[src/hw/rtl/qsbe_pkg.sv]
// ----------------------------------------------------------------------------
// qsbe_pkg
// Types and constants shared by the billboard quad expansion block.
// ----------------------------------------------------------------------------
package qsbe_pkg;

    localparam int VERTEX_INDEX_BITS_DEFAULT = 16;
    localparam int NUM_AXES                  = 6;
    localparam int CFG_INDEX_W               = 3;

    // 1/sqrt2 in Q1.30.
    localparam logic [31:0] INV_SQRT2_Q30 = 32'd759250125;

    // Register indexes of the configuration port.
    localparam logic [CFG_INDEX_W-1:0] REG_LEFT_X = 3'd0;
    localparam logic [CFG_INDEX_W-1:0] REG_LEFT_Y = 3'd1;
    localparam logic [CFG_INDEX_W-1:0] REG_LEFT_Z = 3'd2;
    localparam logic [CFG_INDEX_W-1:0] REG_UP_X   = 3'd3;
    localparam logic [CFG_INDEX_W-1:0] REG_UP_Y   = 3'd4;
    localparam logic [CFG_INDEX_W-1:0] REG_UP_Z   = 3'd5;

    typedef struct packed {
        logic signed [31:0] pos_x;
        logic signed [31:0] pos_y;
        logic signed [31:0] pos_z;
        logic               batch_start;
        logic        [15:0] batch_vertex_count;
        logic        [16:0] batch_index_count;
    } in_t;

    typedef struct packed {
        logic signed [31:0] out_x;
        logic signed [31:0] out_y;
        logic signed [31:0] out_z;
        logic               tex_s;
        logic               tex_t;
        logic        [15:0] vertex_number;
        logic               tri_valid;
        logic        [15:0] tri_index_a;
        logic        [15:0] tri_index_b;
        logic        [15:0] tri_index_c;
        logic               rejected;
        logic               quad_last;
    } out_t;

    typedef logic signed [NUM_AXES-1:0][15:0] axis_t;

    // One request from the front to the back: a rejected vertex or a whole quad.
    typedef struct packed {
        logic                   is_quad;
        logic signed [2:0][31:0] centre;   // pass-through position when rejected
        logic signed [2:0][31:0] corner0;
        logic        [15:0]      vnum;
    } job_t;

    typedef struct packed {
        logic full;
        logic empty;
    } q_status_t;

endpackage

[src/hw/rtl/qsbe_queue.sv]
// ----------------------------------------------------------------------------
// qsbe_queue
// Two-entry request queue between the front and the back.
// ----------------------------------------------------------------------------
module qsbe_queue
    import qsbe_pkg::*;
(
    input  logic      clk,
    input  logic      rst_n,
    input  logic      push,
    input  job_t      wr_job,
    input  logic      pop,
    output job_t      rd_job,
    output q_status_t status
);

    job_t       mem_reg [2];
    logic       wr_ptr_reg, rd_ptr_reg;
    logic [1:0] fill_reg, fill_next;

    assign rd_job       = mem_reg[rd_ptr_reg];
    assign status.full  = (fill_reg == 2'd2);
    assign status.empty = (fill_reg == 2'd0);

    always_comb
    begin
        fill_next = fill_reg;
        if (push && !pop)
            fill_next = fill_reg + 2'd1;
        else if (pop && !push)
            fill_next = fill_reg - 2'd1;
    end

    always_ff @(posedge clk or negedge rst_n)
    begin
        if (!rst_n)
        begin
            wr_ptr_reg <= 1'b0;
            rd_ptr_reg <= 1'b0;
            fill_reg   <= 2'd0;
        end
        else
        begin
            if (push) wr_ptr_reg <= ~wr_ptr_reg;
            if (pop)  rd_ptr_reg <= ~rd_ptr_reg;
            fill_reg <= fill_next;
        end
    end

    always_ff @(posedge clk)
    begin
        if (push) mem_reg[wr_ptr_reg] <= wr_job;
    end

endmodule

[config.mk]
export PLATFORM = sky130hd
export DESIGN_NAME = qsbe_queue
export DESIGN_NICKNAME = d
export VERILOG_FILES = /design/src/hw/rtl/qsbe_pkg.sv /design/src/hw/rtl/qsbe_queue.sv
export SDC_FILE = /design/constraint.sdc
export NUM_CORES = 1
export LEC_CHECK = 0
export BUFFER_PORTS_ARGS = -buffer_cell sky130_fd_sc_hd__buf_2
export CAP_MARGIN = 20
export CORE_MARGIN = 1.5
export CORE_UTILIZATION = 40
export CTS_CLUSTER_DIAMETER = 200
export CTS_CLUSTER_SIZE = 10
export DETAILED_ROUTE_END_ITERATION = 10
export GPL_TIMING_DRIVEN = 0
export SLEW_MARGIN = 20
export SYNTH_ARGS = -nofsm -noshare
export SYNTH_HDL_FRONTEND = slang
export SYNTH_SLANG_ARGS = --single-unit
[constraint.sdc]
create_clock -name clk -period 13.5 [get_ports clk]
set_input_delay 4.05 -clock clk [delete_from_list [all_inputs] [get_ports clk]]
set_output_delay 4.05 -clock clk [all_outputs]
set_load 0.05 [all_outputs]
==> flow_summary.toml <==
[routing]
drt-initial-drc-count = 272
drc_errors = 0
wire_per_inst_um = 19.6
num_vias = 7962
ant_nets = 0
routed_wl_um = 33000
vias_per_cell = 4.73
firstDrtPassIters = 4

[setup_path]
path_cells = "buf_6, buf_6, mux2_2, buf_2"
slowest_delay_ps = 400
crit_required_ps = 9450
path_class = "reg2out"
crit_slowest_cell = "dfrtp_1"
cp_max_fo = 10
cp_common_cell = "buf_6"
path_delay_family = "buffers and inverters"
r2r_slack_ps = 11130
end_kind = "output pin"
start_kind = "flip-flop"
worst-path-buf-inv = 3
worstPathArrival_ps = 2010

[synthesis]
synth-warning-count = 0
ys_top_cells_by_area = "edfxtp_1 (82%), mux2_2 (15%), buf_6 (1.6%)"
seq_area_frac_synth = 0.825
ys.flop_type = "edfxtp_1"
synth_edf_count = 418
avgSynthCellArea_sq_um = 23.0
yosysUniqueCellTypes = 12
synth_largest_area_cell = "edfxtp_1"
async_reset_ff_frac = 0.00948
synth_top_area_frac = 0.818
synth_nets = 880
synth_common_cells = "edfxtp_1 (418), mux2_2 (209), buf_6 (22), dfrtp_1 (4), xor2_1 (4)"
synth_most_common_cell = "edfxtp_1"
syn_inst = 666
synth-seq-cells = 422
syn-cell-area_sq_um = 15300

[die]
start_util = 0.406
die_width_um = 199
io_pins = 424
core_sq_um = 37800
design.die.area_sq_um = 39500
die_y_um = 199
rows = 71

[timing]
finalHoldViolCount = 0
slew_headroom = 0.503
finalClockSkew_ps = 8.47
final_max_slew_viol_count = 0
tightest_slew_ps = 744
rsz0062_at_grt = "false"
fin_crit_sh = 0.449
setup_violations = 0
finalCriticalPeriod_ps = 6060
finalSetupTns_ps = 0
max_freq_mhz = 165

[outcome]
status = "finished clean"

[placed_design]
io_buffer_count = 423
gp_routability_congestion = 0.710
dpl.hpwl_um = 23500

[cts]
cts_tree = "yes"
cts-root-buf = "clkbuf_16"
cts_setup_buffers = 0
hold_buffers = 0
path_clk_slew_ps = 60
clockBufferDepth = 3
cts.sinks = 422
cts_buffers = 48
cts-resized-gates = 0
clock_latency_ps = 550
ctsHtreeMaxLevel = 2

[pwr]
p_leak_nw = 7.42
p_total_mw = 4.99
vdd_drop_max_mv = 0.156
power_density_nw_per_um2 = 252

[min_path]
hold_class = "reg2reg"

[run]
maxCapViolCount = 0

[cells_and_area]
area_delta_synth_final_pct = 28.8
largest_reg_flops = 418
drive_gt1_frac = 0.620
layout.nets = 1368

[grt]
grt_pass1_wl_um = 47900
grt_pass1_vias = 8257
track_usage = 0.163
grt_max_degree = 49
antenna_found_initial = 15
grt_overflow = 0
## worst reg2reg max path: cells and delay by family (launching register included)
kind | cells | cell delay, ps
buffers and inverters | 5 | 1040
and+or+nand+nor | 1 | 610
DFF | 1 | 420
## cell usage in the layout, fill, tap and decap left out, drive strengths merged
cell type / Yosys / final
nor2: 2 / 2
buf: 23 / 461
diode: 0 / 9
nor2b: 2 / 2
xnor2: 1 / 1
and2: 1 / 1
inv: 1 / 2
edfxtp: 418 / 418
xor2: 4 / 4
ha: 1 / 1
dfrtp: 4 / 4
mux2: 209 / 209
clkbuf: 0 / 59
## cells by family (layout without fill, tap and decap cells)
family	after synthesis	in the layout	share of synthesized area
fa+ha+maj	1	1	0.000815
xor+xnor	5	5	0.00285
mux	209	209	0.153
simple gates	5	5	0.00171
other cells	0	9	0
flops	422	422	0.825
buf+inv	24	522	0.0167
## stage by stage
| step | hold slack [ps] | setup WS [ps] | instance area [sq um] | cells | utilization |
|---|---|---|---|---|---|
| after floorplan | 456 | 3570 | 15300 | 666 | - |
| after global placement | 475 | -35.9 | 18100 | 1600 | 0.480 |
| after detailed placement | 494 | 7280 | 18500 | 1615 | 0.489 |
| after CTS | 502 | 7340 | 19700 | 1675 | 0.523 |
| after global routing | 514 | 7300 | 19800 | 1681 | 0.523 |
| final | 495 | 7440 | 19800 | 1684 | 0.524 |
## report_power, final
group / switching (mW) / internal, mW
clock network: 0.460 / 0.645
logic: 1.49 / 0.607
registers: 0.0504 / 1.73
total: 2.00 / 2.99
## per-layer routing
metal | share of wire | GRT usage | up-vias | wire [um]
met4 | 0.026 | 0.0556 | 14 | 868
met5 | 0.0034 | 0 | - | 113
met3 | 0.12 | 0.0921 | 73 | 4130
met1 | 0.36 | 0.178 | 3900 | 12000
li1 | - | - | 3644 | -
met2 | 0.48 | 0.267 | 331 | 15900
## layout make-up
type / count / area, sq um
fill: 3083 / 18000
sequential: 422 / 12700
timing repair buffer: 438 / 2480
multi-input combinational: 220 / 2450
clock buffer: 59 / 1260
tap: 511 / 639
buffer: 23 / 253
antenna: 9 / 22.5
clock inverter: 1 / 8.76
inverter: 1 / 3.75
## worst paths after layout
check,to,depth (start not counted),from
max,rd_job[71],4,rd_ptr_reg$_DFFE_PN0P_
min in group asynchronous,rd_ptr_reg$_DFFE_PN0P_,1,rst_n
min,fill_reg[1]$_DFFE_PN0P_,1,fill_reg[1]$_DFFE_PN0P_
max reg2reg,mem_reg[0][94]$_DFFE_PP_,6,wr_ptr_reg$_DFFE_PN0P_
max in group asynchronous,wr_ptr_reg$_DFFE_PN0P_,1,rst_n
min reg2reg,fill_reg[1]$_DFFE_PN0P_,1,fill_reg[1]$_DFFE_PN0P_
Note: power is estimated with default switching activity, not from simulation.
