**config.mk**
```make
export PLATFORM = sky130hd
export DESIGN_NAME = qsbe_front
export DESIGN_NICKNAME = d
export VERILOG_FILES = /design/src/hw/rtl/qsbe_pkg.sv /design/src/hw/rtl/qsbe_front.sv
export SDC_FILE = /design/constraint.sdc
export NUM_CORES = 1
export LEC_CHECK = 0
export BUFFER_PORTS_ARGS = -buffer_cell sky130_fd_sc_hd__buf_4
export CAP_MARGIN = 20
export CORE_MARGIN = 5
export CORE_UTILIZATION = 35
export DETAILED_ROUTE_END_ITERATION = 16
export GPL_TIMING_DRIVEN = 0
export PLACE_DENSITY_LB_ADDON = 0.12
export SETUP_SLACK_MARGIN = 0.5
export SKIP_CTS_REPAIR_TIMING = 1
export SLEW_MARGIN = 15
export SYNTH_ARGS = -nofsm -noshare
export SYNTH_HDL_FRONTEND = slang
export SYNTH_SLANG_ARGS = --single-unit
```
**constraint.sdc**
```tcl
create_clock -name clk -period 7.6 [get_ports clk]
set_input_delay 1.14 -clock clk [delete_from_list [all_inputs] [get_ports clk]]
set_output_delay 1.14 -clock clk [all_outputs]
set_load 0.02 [all_outputs]
```
**src/hw/rtl/qsbe_pkg.sv**
```systemverilog
// ----------------------------------------------------------------------------
// qsbe_pkg
// Types and constants shared by the billboard quad expansion block.
// ----------------------------------------------------------------------------
package qsbe_pkg;

    localparam int VERTEX_INDEX_BITS_DEFAULT = 16;
    localparam int NUM_AXES                  = 6;
    localparam int CFG_INDEX_W               = 3;

    // 1/sqrt2 in Q1.30.
    localparam logic [31:0] INV_SQRT2_Q30 = 32'd759250125;

    // Register indexes of the configuration port.
    localparam logic [CFG_INDEX_W-1:0] REG_LEFT_X = 3'd0;
    localparam logic [CFG_INDEX_W-1:0] REG_LEFT_Y = 3'd1;
    localparam logic [CFG_INDEX_W-1:0] REG_LEFT_Z = 3'd2;
    localparam logic [CFG_INDEX_W-1:0] REG_UP_X   = 3'd3;
    localparam logic [CFG_INDEX_W-1:0] REG_UP_Y   = 3'd4;
    localparam logic [CFG_INDEX_W-1:0] REG_UP_Z   = 3'd5;

    typedef struct packed {
        logic signed [31:0] pos_x;
        logic signed [31:0] pos_y;
        logic signed [31:0] pos_z;
        logic               batch_start;
        logic        [15:0] batch_vertex_count;
        logic        [16:0] batch_index_count;
    } in_t;

    typedef struct packed {
        logic signed [31:0] out_x;
        logic signed [31:0] out_y;
        logic signed [31:0] out_z;
        logic               tex_s;
        logic               tex_t;
        logic        [15:0] vertex_number;
        logic               tri_valid;
        logic        [15:0] tri_index_a;
        logic        [15:0] tri_index_b;
        logic        [15:0] tri_index_c;
        logic               rejected;
        logic               quad_last;
    } out_t;

    typedef logic signed [NUM_AXES-1:0][15:0] axis_t;

    // One request from the front to the back: a rejected vertex or a whole quad.
    typedef struct packed {
        logic                   is_quad;
        logic signed [2:0][31:0] centre;   // pass-through position when rejected
        logic signed [2:0][31:0] corner0;
        logic        [15:0]      vnum;
    } job_t;

    typedef struct packed {
        logic full;
        logic empty;
    } q_status_t;

endpackage

```
**src/hw/rtl/qsbe_front.sv**
```systemverilog
// ----------------------------------------------------------------------------
// qsbe_front
// Accepts vertices, tracks batch checks and quad slots, stores corners 0 to 2
// and forms a request for each rejected vertex and each completed quad.
// ----------------------------------------------------------------------------
module qsbe_front
    import qsbe_pkg::*;
(
    input  logic      clk,
    input  logic      rst_n,
    input  logic      accept,
    input  in_t       item,
    output logic      push,
    output job_t      job
);

    logic [1:0]  slot_reg, slot_next;
    logic [15:0] count_reg, count_next;
    logic        bad_reg, bad_next;
    logic signed [2:0][31:0] c0_reg, c1_reg, c2_reg;

    logic        eff_bad;
    logic [1:0]  eff_slot;
    logic [15:0] vnum;
    logic [16:0] want_ic;
    logic signed [2:0][31:0] pos;
    logic signed [2:0][31:0] centre;
    logic signed [33:0] sum [3];

    assign pos[0] = item.pos_x;
    assign pos[1] = item.pos_y;
    assign pos[2] = item.pos_z;

    always_comb
    begin
        want_ic  = {1'b0, item.batch_vertex_count[15:2], 2'b00}
                 + {2'b00, item.batch_vertex_count[15:2], 1'b0};
        eff_bad  = item.batch_start ? ((item.batch_vertex_count[1:0] != 2'd0)
                                       || (item.batch_index_count != want_ic))
                                    : bad_reg;
        eff_slot = item.batch_start ? 2'd0 : slot_reg;
        vnum     = item.batch_start ? 16'd0 : count_reg;
        for (int j = 0; j < 3; j++)
        begin
            // Elements of a packed array are unsigned, so sign-extend explicitly.
            sum[j]    = 34'($signed(c0_reg[j])) + 34'($signed(c1_reg[j]))
                      + 34'($signed(c2_reg[j])) + 34'($signed(pos[j]));
            centre[j] = sum[j][33:2];
        end
    end

    always_comb
    begin
        slot_next  = slot_reg;
        count_next = count_reg;
        bad_next   = bad_reg;
        push       = 1'b0;
        job.is_quad = 1'b0;
        job.centre  = pos;
        job.corner0 = c0_reg;
        job.vnum    = vnum;
        if (accept)
        begin
            bad_next   = eff_bad;
            count_next = vnum + 16'd1;
            slot_next  = eff_slot;
            if (eff_bad)
            begin
                push = 1'b1;
            end
            else if (eff_slot == 2'd3)
            begin
                push        = 1'b1;
                job.is_quad = 1'b1;
                job.centre  = centre;
                slot_next   = 2'd0;
            end
            else
            begin
                slot_next = eff_slot + 2'd1;
            end
        end
    end

    always_ff @(posedge clk or negedge rst_n)
    begin
        if (!rst_n)
        begin
            slot_reg  <= 2'd0;
            count_reg <= 16'd0;
            bad_reg   <= 1'b0;
        end
        else
        begin
            slot_reg  <= slot_next;
            count_reg <= count_next;
            bad_reg   <= bad_next;
        end
    end

    always_ff @(posedge clk)
    begin
        if (accept && !eff_bad)
        begin
            if (eff_slot == 2'd0) c0_reg <= pos;
            if (eff_slot == 2'd1) c1_reg <= pos;
            if (eff_slot == 2'd2) c2_reg <= pos;
        end
    end

endmodule

```
==> summary.md <==
| Metric | Value |
|---|---|
| Vias | 15500 |
| Reg2reg start | bad_reg |
| Total congestion overflow | 0 |
| Longest Clk Path Bufs | 3 |
| DRT Wirelength | 55.9 mm |
| Worst-path clk slew | 0.06 ns |
| First-pass GRT wire length | 89.2 mm |
| Max-slew violation count | 0 |
| Fin crit period | 6.92 ns |
| Port Buffers | 341 |
| Worst Setup Start Kind | primary input |
| Layout cell share with drive strength beyond 1 | 0.177 |
| Area grow syn2layout | 22.7% |
| CTS tree | done |
| Leakage power | 13.2 nW |
| Worst setup EP type | output pin |
| Ys Warns | 0 |
| Starting Density | 0.355 |
| Number of setup violations in the final report | 0 |
| CP Data Required Time | 6.46 ns |
| Syn Nets | 2491 |
| Worst vdd ir | 0.000145 V |
| Cell count after synthesis | 2050 |
| Clock sink count | 307 |
| Largest delay share family, worst path | compound AO/OA/AOI/OAI gates |
| Worst-margin pin slew | 0.689 ns |
| Routability-driven placement congestion ratio | 0.823 |
| Post-synth cell types | 79 |
| Most frequent cell after synthesis | inv_1 |
| Io pins | 343 |
| End of the critical path | job[173] |
| Max Cap Viol | 0 |
| Seq/Total Area, Yosys | 0.406 |
| Remaining antenna violation count | 0 |
| CP arrival | 5.78 ns |
| Placed inst area | 26200 µm² |
| Pwr per Cell Area | 171 nW/µm² |
| Critical path startpoint | item[67] |
| Worst path cell trace | buf_4, inv_1, fa_1, inv_1, fa_1, nand2_1, nor2_1, fa_1, a21oi_1, o21bai_1, a2111oi_2, o22ai_1, o41ai_2, o311ai_1, o211ai_1, mux2_2, a2bb2oi_1, buf_4 |
| Outcome | finished clean |
| Fin. Hold Viols | 0 |
| Final #Nets | 2880 |
| Largest stage delay on the critical path | 0.54 ns |
| Vias/cell | 4.66 |
| Max H-tree Level | 2 |
| Largest fanout on the critical path | 4 |
| Reg2Reg Depth | 4 |
| Inserted Clock Buffers | 40 |
| Crit-path slowest cell | fa_1 |
| Unrepaired setup endpoints after global routing | true |
| Largest cells by area after synthesis | edfxtp_1, fa_1, inv_1 |
| Routed len/inst | 16.8 µm |
| Synth top area share | 0.385 |
| Seq cells post-synth | 307 |
| R2r setup slk | 5.28 ns |
| Total core area | 63300 µm² |
| Post-synth ARST share | 0.0619 |
| Buf/Inv on CP | 4 |
| Die width | 263 µm |
| Final hold slack | 0.470 ns |
| Die height | 263 µm |
| Post-synth top cells | inv_1, edfxtp_1, fa_1, ha_1, a21oi_1 |
| Drc violations | 0 |
| Final Cycle Share | 0.910 |
| Crit path kind | in -> out |
| Initial drt markers | 624 |
| Fin area | 27600 µm² |
| Die area | 69400 µm² |
| Num rows | 92 |
| Number of global-route vias before repair | 16500 |
| R2r endpoint | c2_reg[7] |
| Synthesized area per cell | 11.0 µm² |
| Cell depth of the worst setup path | 18 |
| Clock Latency Late Sink | 0.56 ns |
| Antenna violations before repair | 3 |
| Number of synthesized flops with an enable pin | 288 |
| Ys flop type | edfxtp_1 |
| Min-Delay Path Class | in -> async |
| Drt first pass iters | 6 |
| Fmax | 145 MHz |
| Post-DP HPWL | 43.8 mm |
| Cell area after synthesis | 22500 µm² |
| CTS root buf | clkbuf_16 |
| Relative slew margins | 0.534 |
| All-Layer GR Usage | 0.159 |
| Worst path most repeated cell | fa_1 |
| Largest area contributor in the netlist | edfxtp_1 |
| Final Skew | 0.0231 ns |
| Largest net degree at the start of global routing | 47 |
metal layers:
metal,vias to the layer above,track usage,part of all wire
met5,-,0,0.00023
met4,2,0.0388,0.020
met3,65,0.0365,0.055
met2,278,0.271,0.49
met1,7594,0.206,0.44
li1,7534,-,-
power by group:
group | total (mW) | switching (mW) | internal (mW) | leakage [nW]
logic | 0.963 | 0.541 | 0.422 | 9.70
registers | 1.86 | 0.00779 | 1.86 | 2.84
clock network | 1.88 | 0.757 | 1.12 | 0.624
layout by cell type (no fill, tap or decap), types with 17 or more instances in the layout:
master / Yosys / final
inv_1: 555 / 555
buf_4: 1 / 342
edfxtp_1: 288 / 288
fa_1: 196 / 196
ha_1: 112 / 112
a21oi_1: 100 / 100
mux2i_1: 79 / 79
nand2_1: 77 / 77
nor2_1: 72 / 72
xnor2_1: 64 / 64
xor2_1: 51 / 51
a21o_1: 47 / 47
o21ai_0: 46 / 46
clkbuf_16: 0 / 44
nor3_1: 28 / 28
nor2b_1: 27 / 27
clkbuf_1: 14 / 24
o21a_1: 22 / 22
nand3_1: 19 / 19
dfrtp_1: 19 / 19
and3_1: 17 / 17
final cells by class:
class	count	area [µm²]
Antenna cell	2	5.00
Buffer	27	150
Clock buffer	54	1140
Clock inverter	20	161
Fill cell	6219	35800
Inverter	555	2080
Multi-Input combinational cell	1161	11100
Sequential cell	307	9120
Tap cell	846	1060
Timing Repair Buffer	347	2700
logic make-up (layout without fill, tap and decap cells):
logic type / after synthesis / after routing / synth area share
other: 0 / 2 / 0
adders and majority gates: 308 / 308 / 0.237
and+or+nand+nor: 316 / 316 / 0.0713
muxes: 98 / 98 / 0.0447
DFF: 307 / 307 / 0.406
AOI/OAI and AO/OA: 324 / 324 / 0.0965
buffers and inverters: 582 / 1003 / 0.0994
xor gates and xnor gates: 115 / 115 / 0.0448
how the worst min path moves through the flow:
| stage | start | slack, ns | end |
|---|---|---|---|
| after floorplan | count_reg[13] | 0.51 | count_reg[13] |
| after detailed placement | count_reg[15] | 0.53 | count_reg[15] |
| after CTS | rst_n | 0.43 | count_reg[4] |
| after global placement | count_reg[13] | 0.53 | count_reg[13] |
| after global routing | rst_n | 0.46 | count_reg[15] |
| final | rst_n | 0.47 | count_reg[15] |
worst register-to-register path: stages, from the launching register on:
cell	delay (ns)
dfrtp_1	0.43
nor2_1	0.36
o21a_1	0.26
and2_4	0.60
buf_12	0.32
metrics by stage:
stage,instances,TNS (ns),utilization,worst slack (ns),power [mW]
floorplan,2050,0,-,1.26,2.57
global placement,3237,-417.62,0.412,-1.57,2.85
detailed placement,3243,0,0.414,0.422,2.86
CTS,3317,0,0.435,0.399,4.78
global route,3317,0,0.435,0.378,4.96
finish,3319,0,0.435,0.681,4.70
Power figures use the tool's default switching activity.
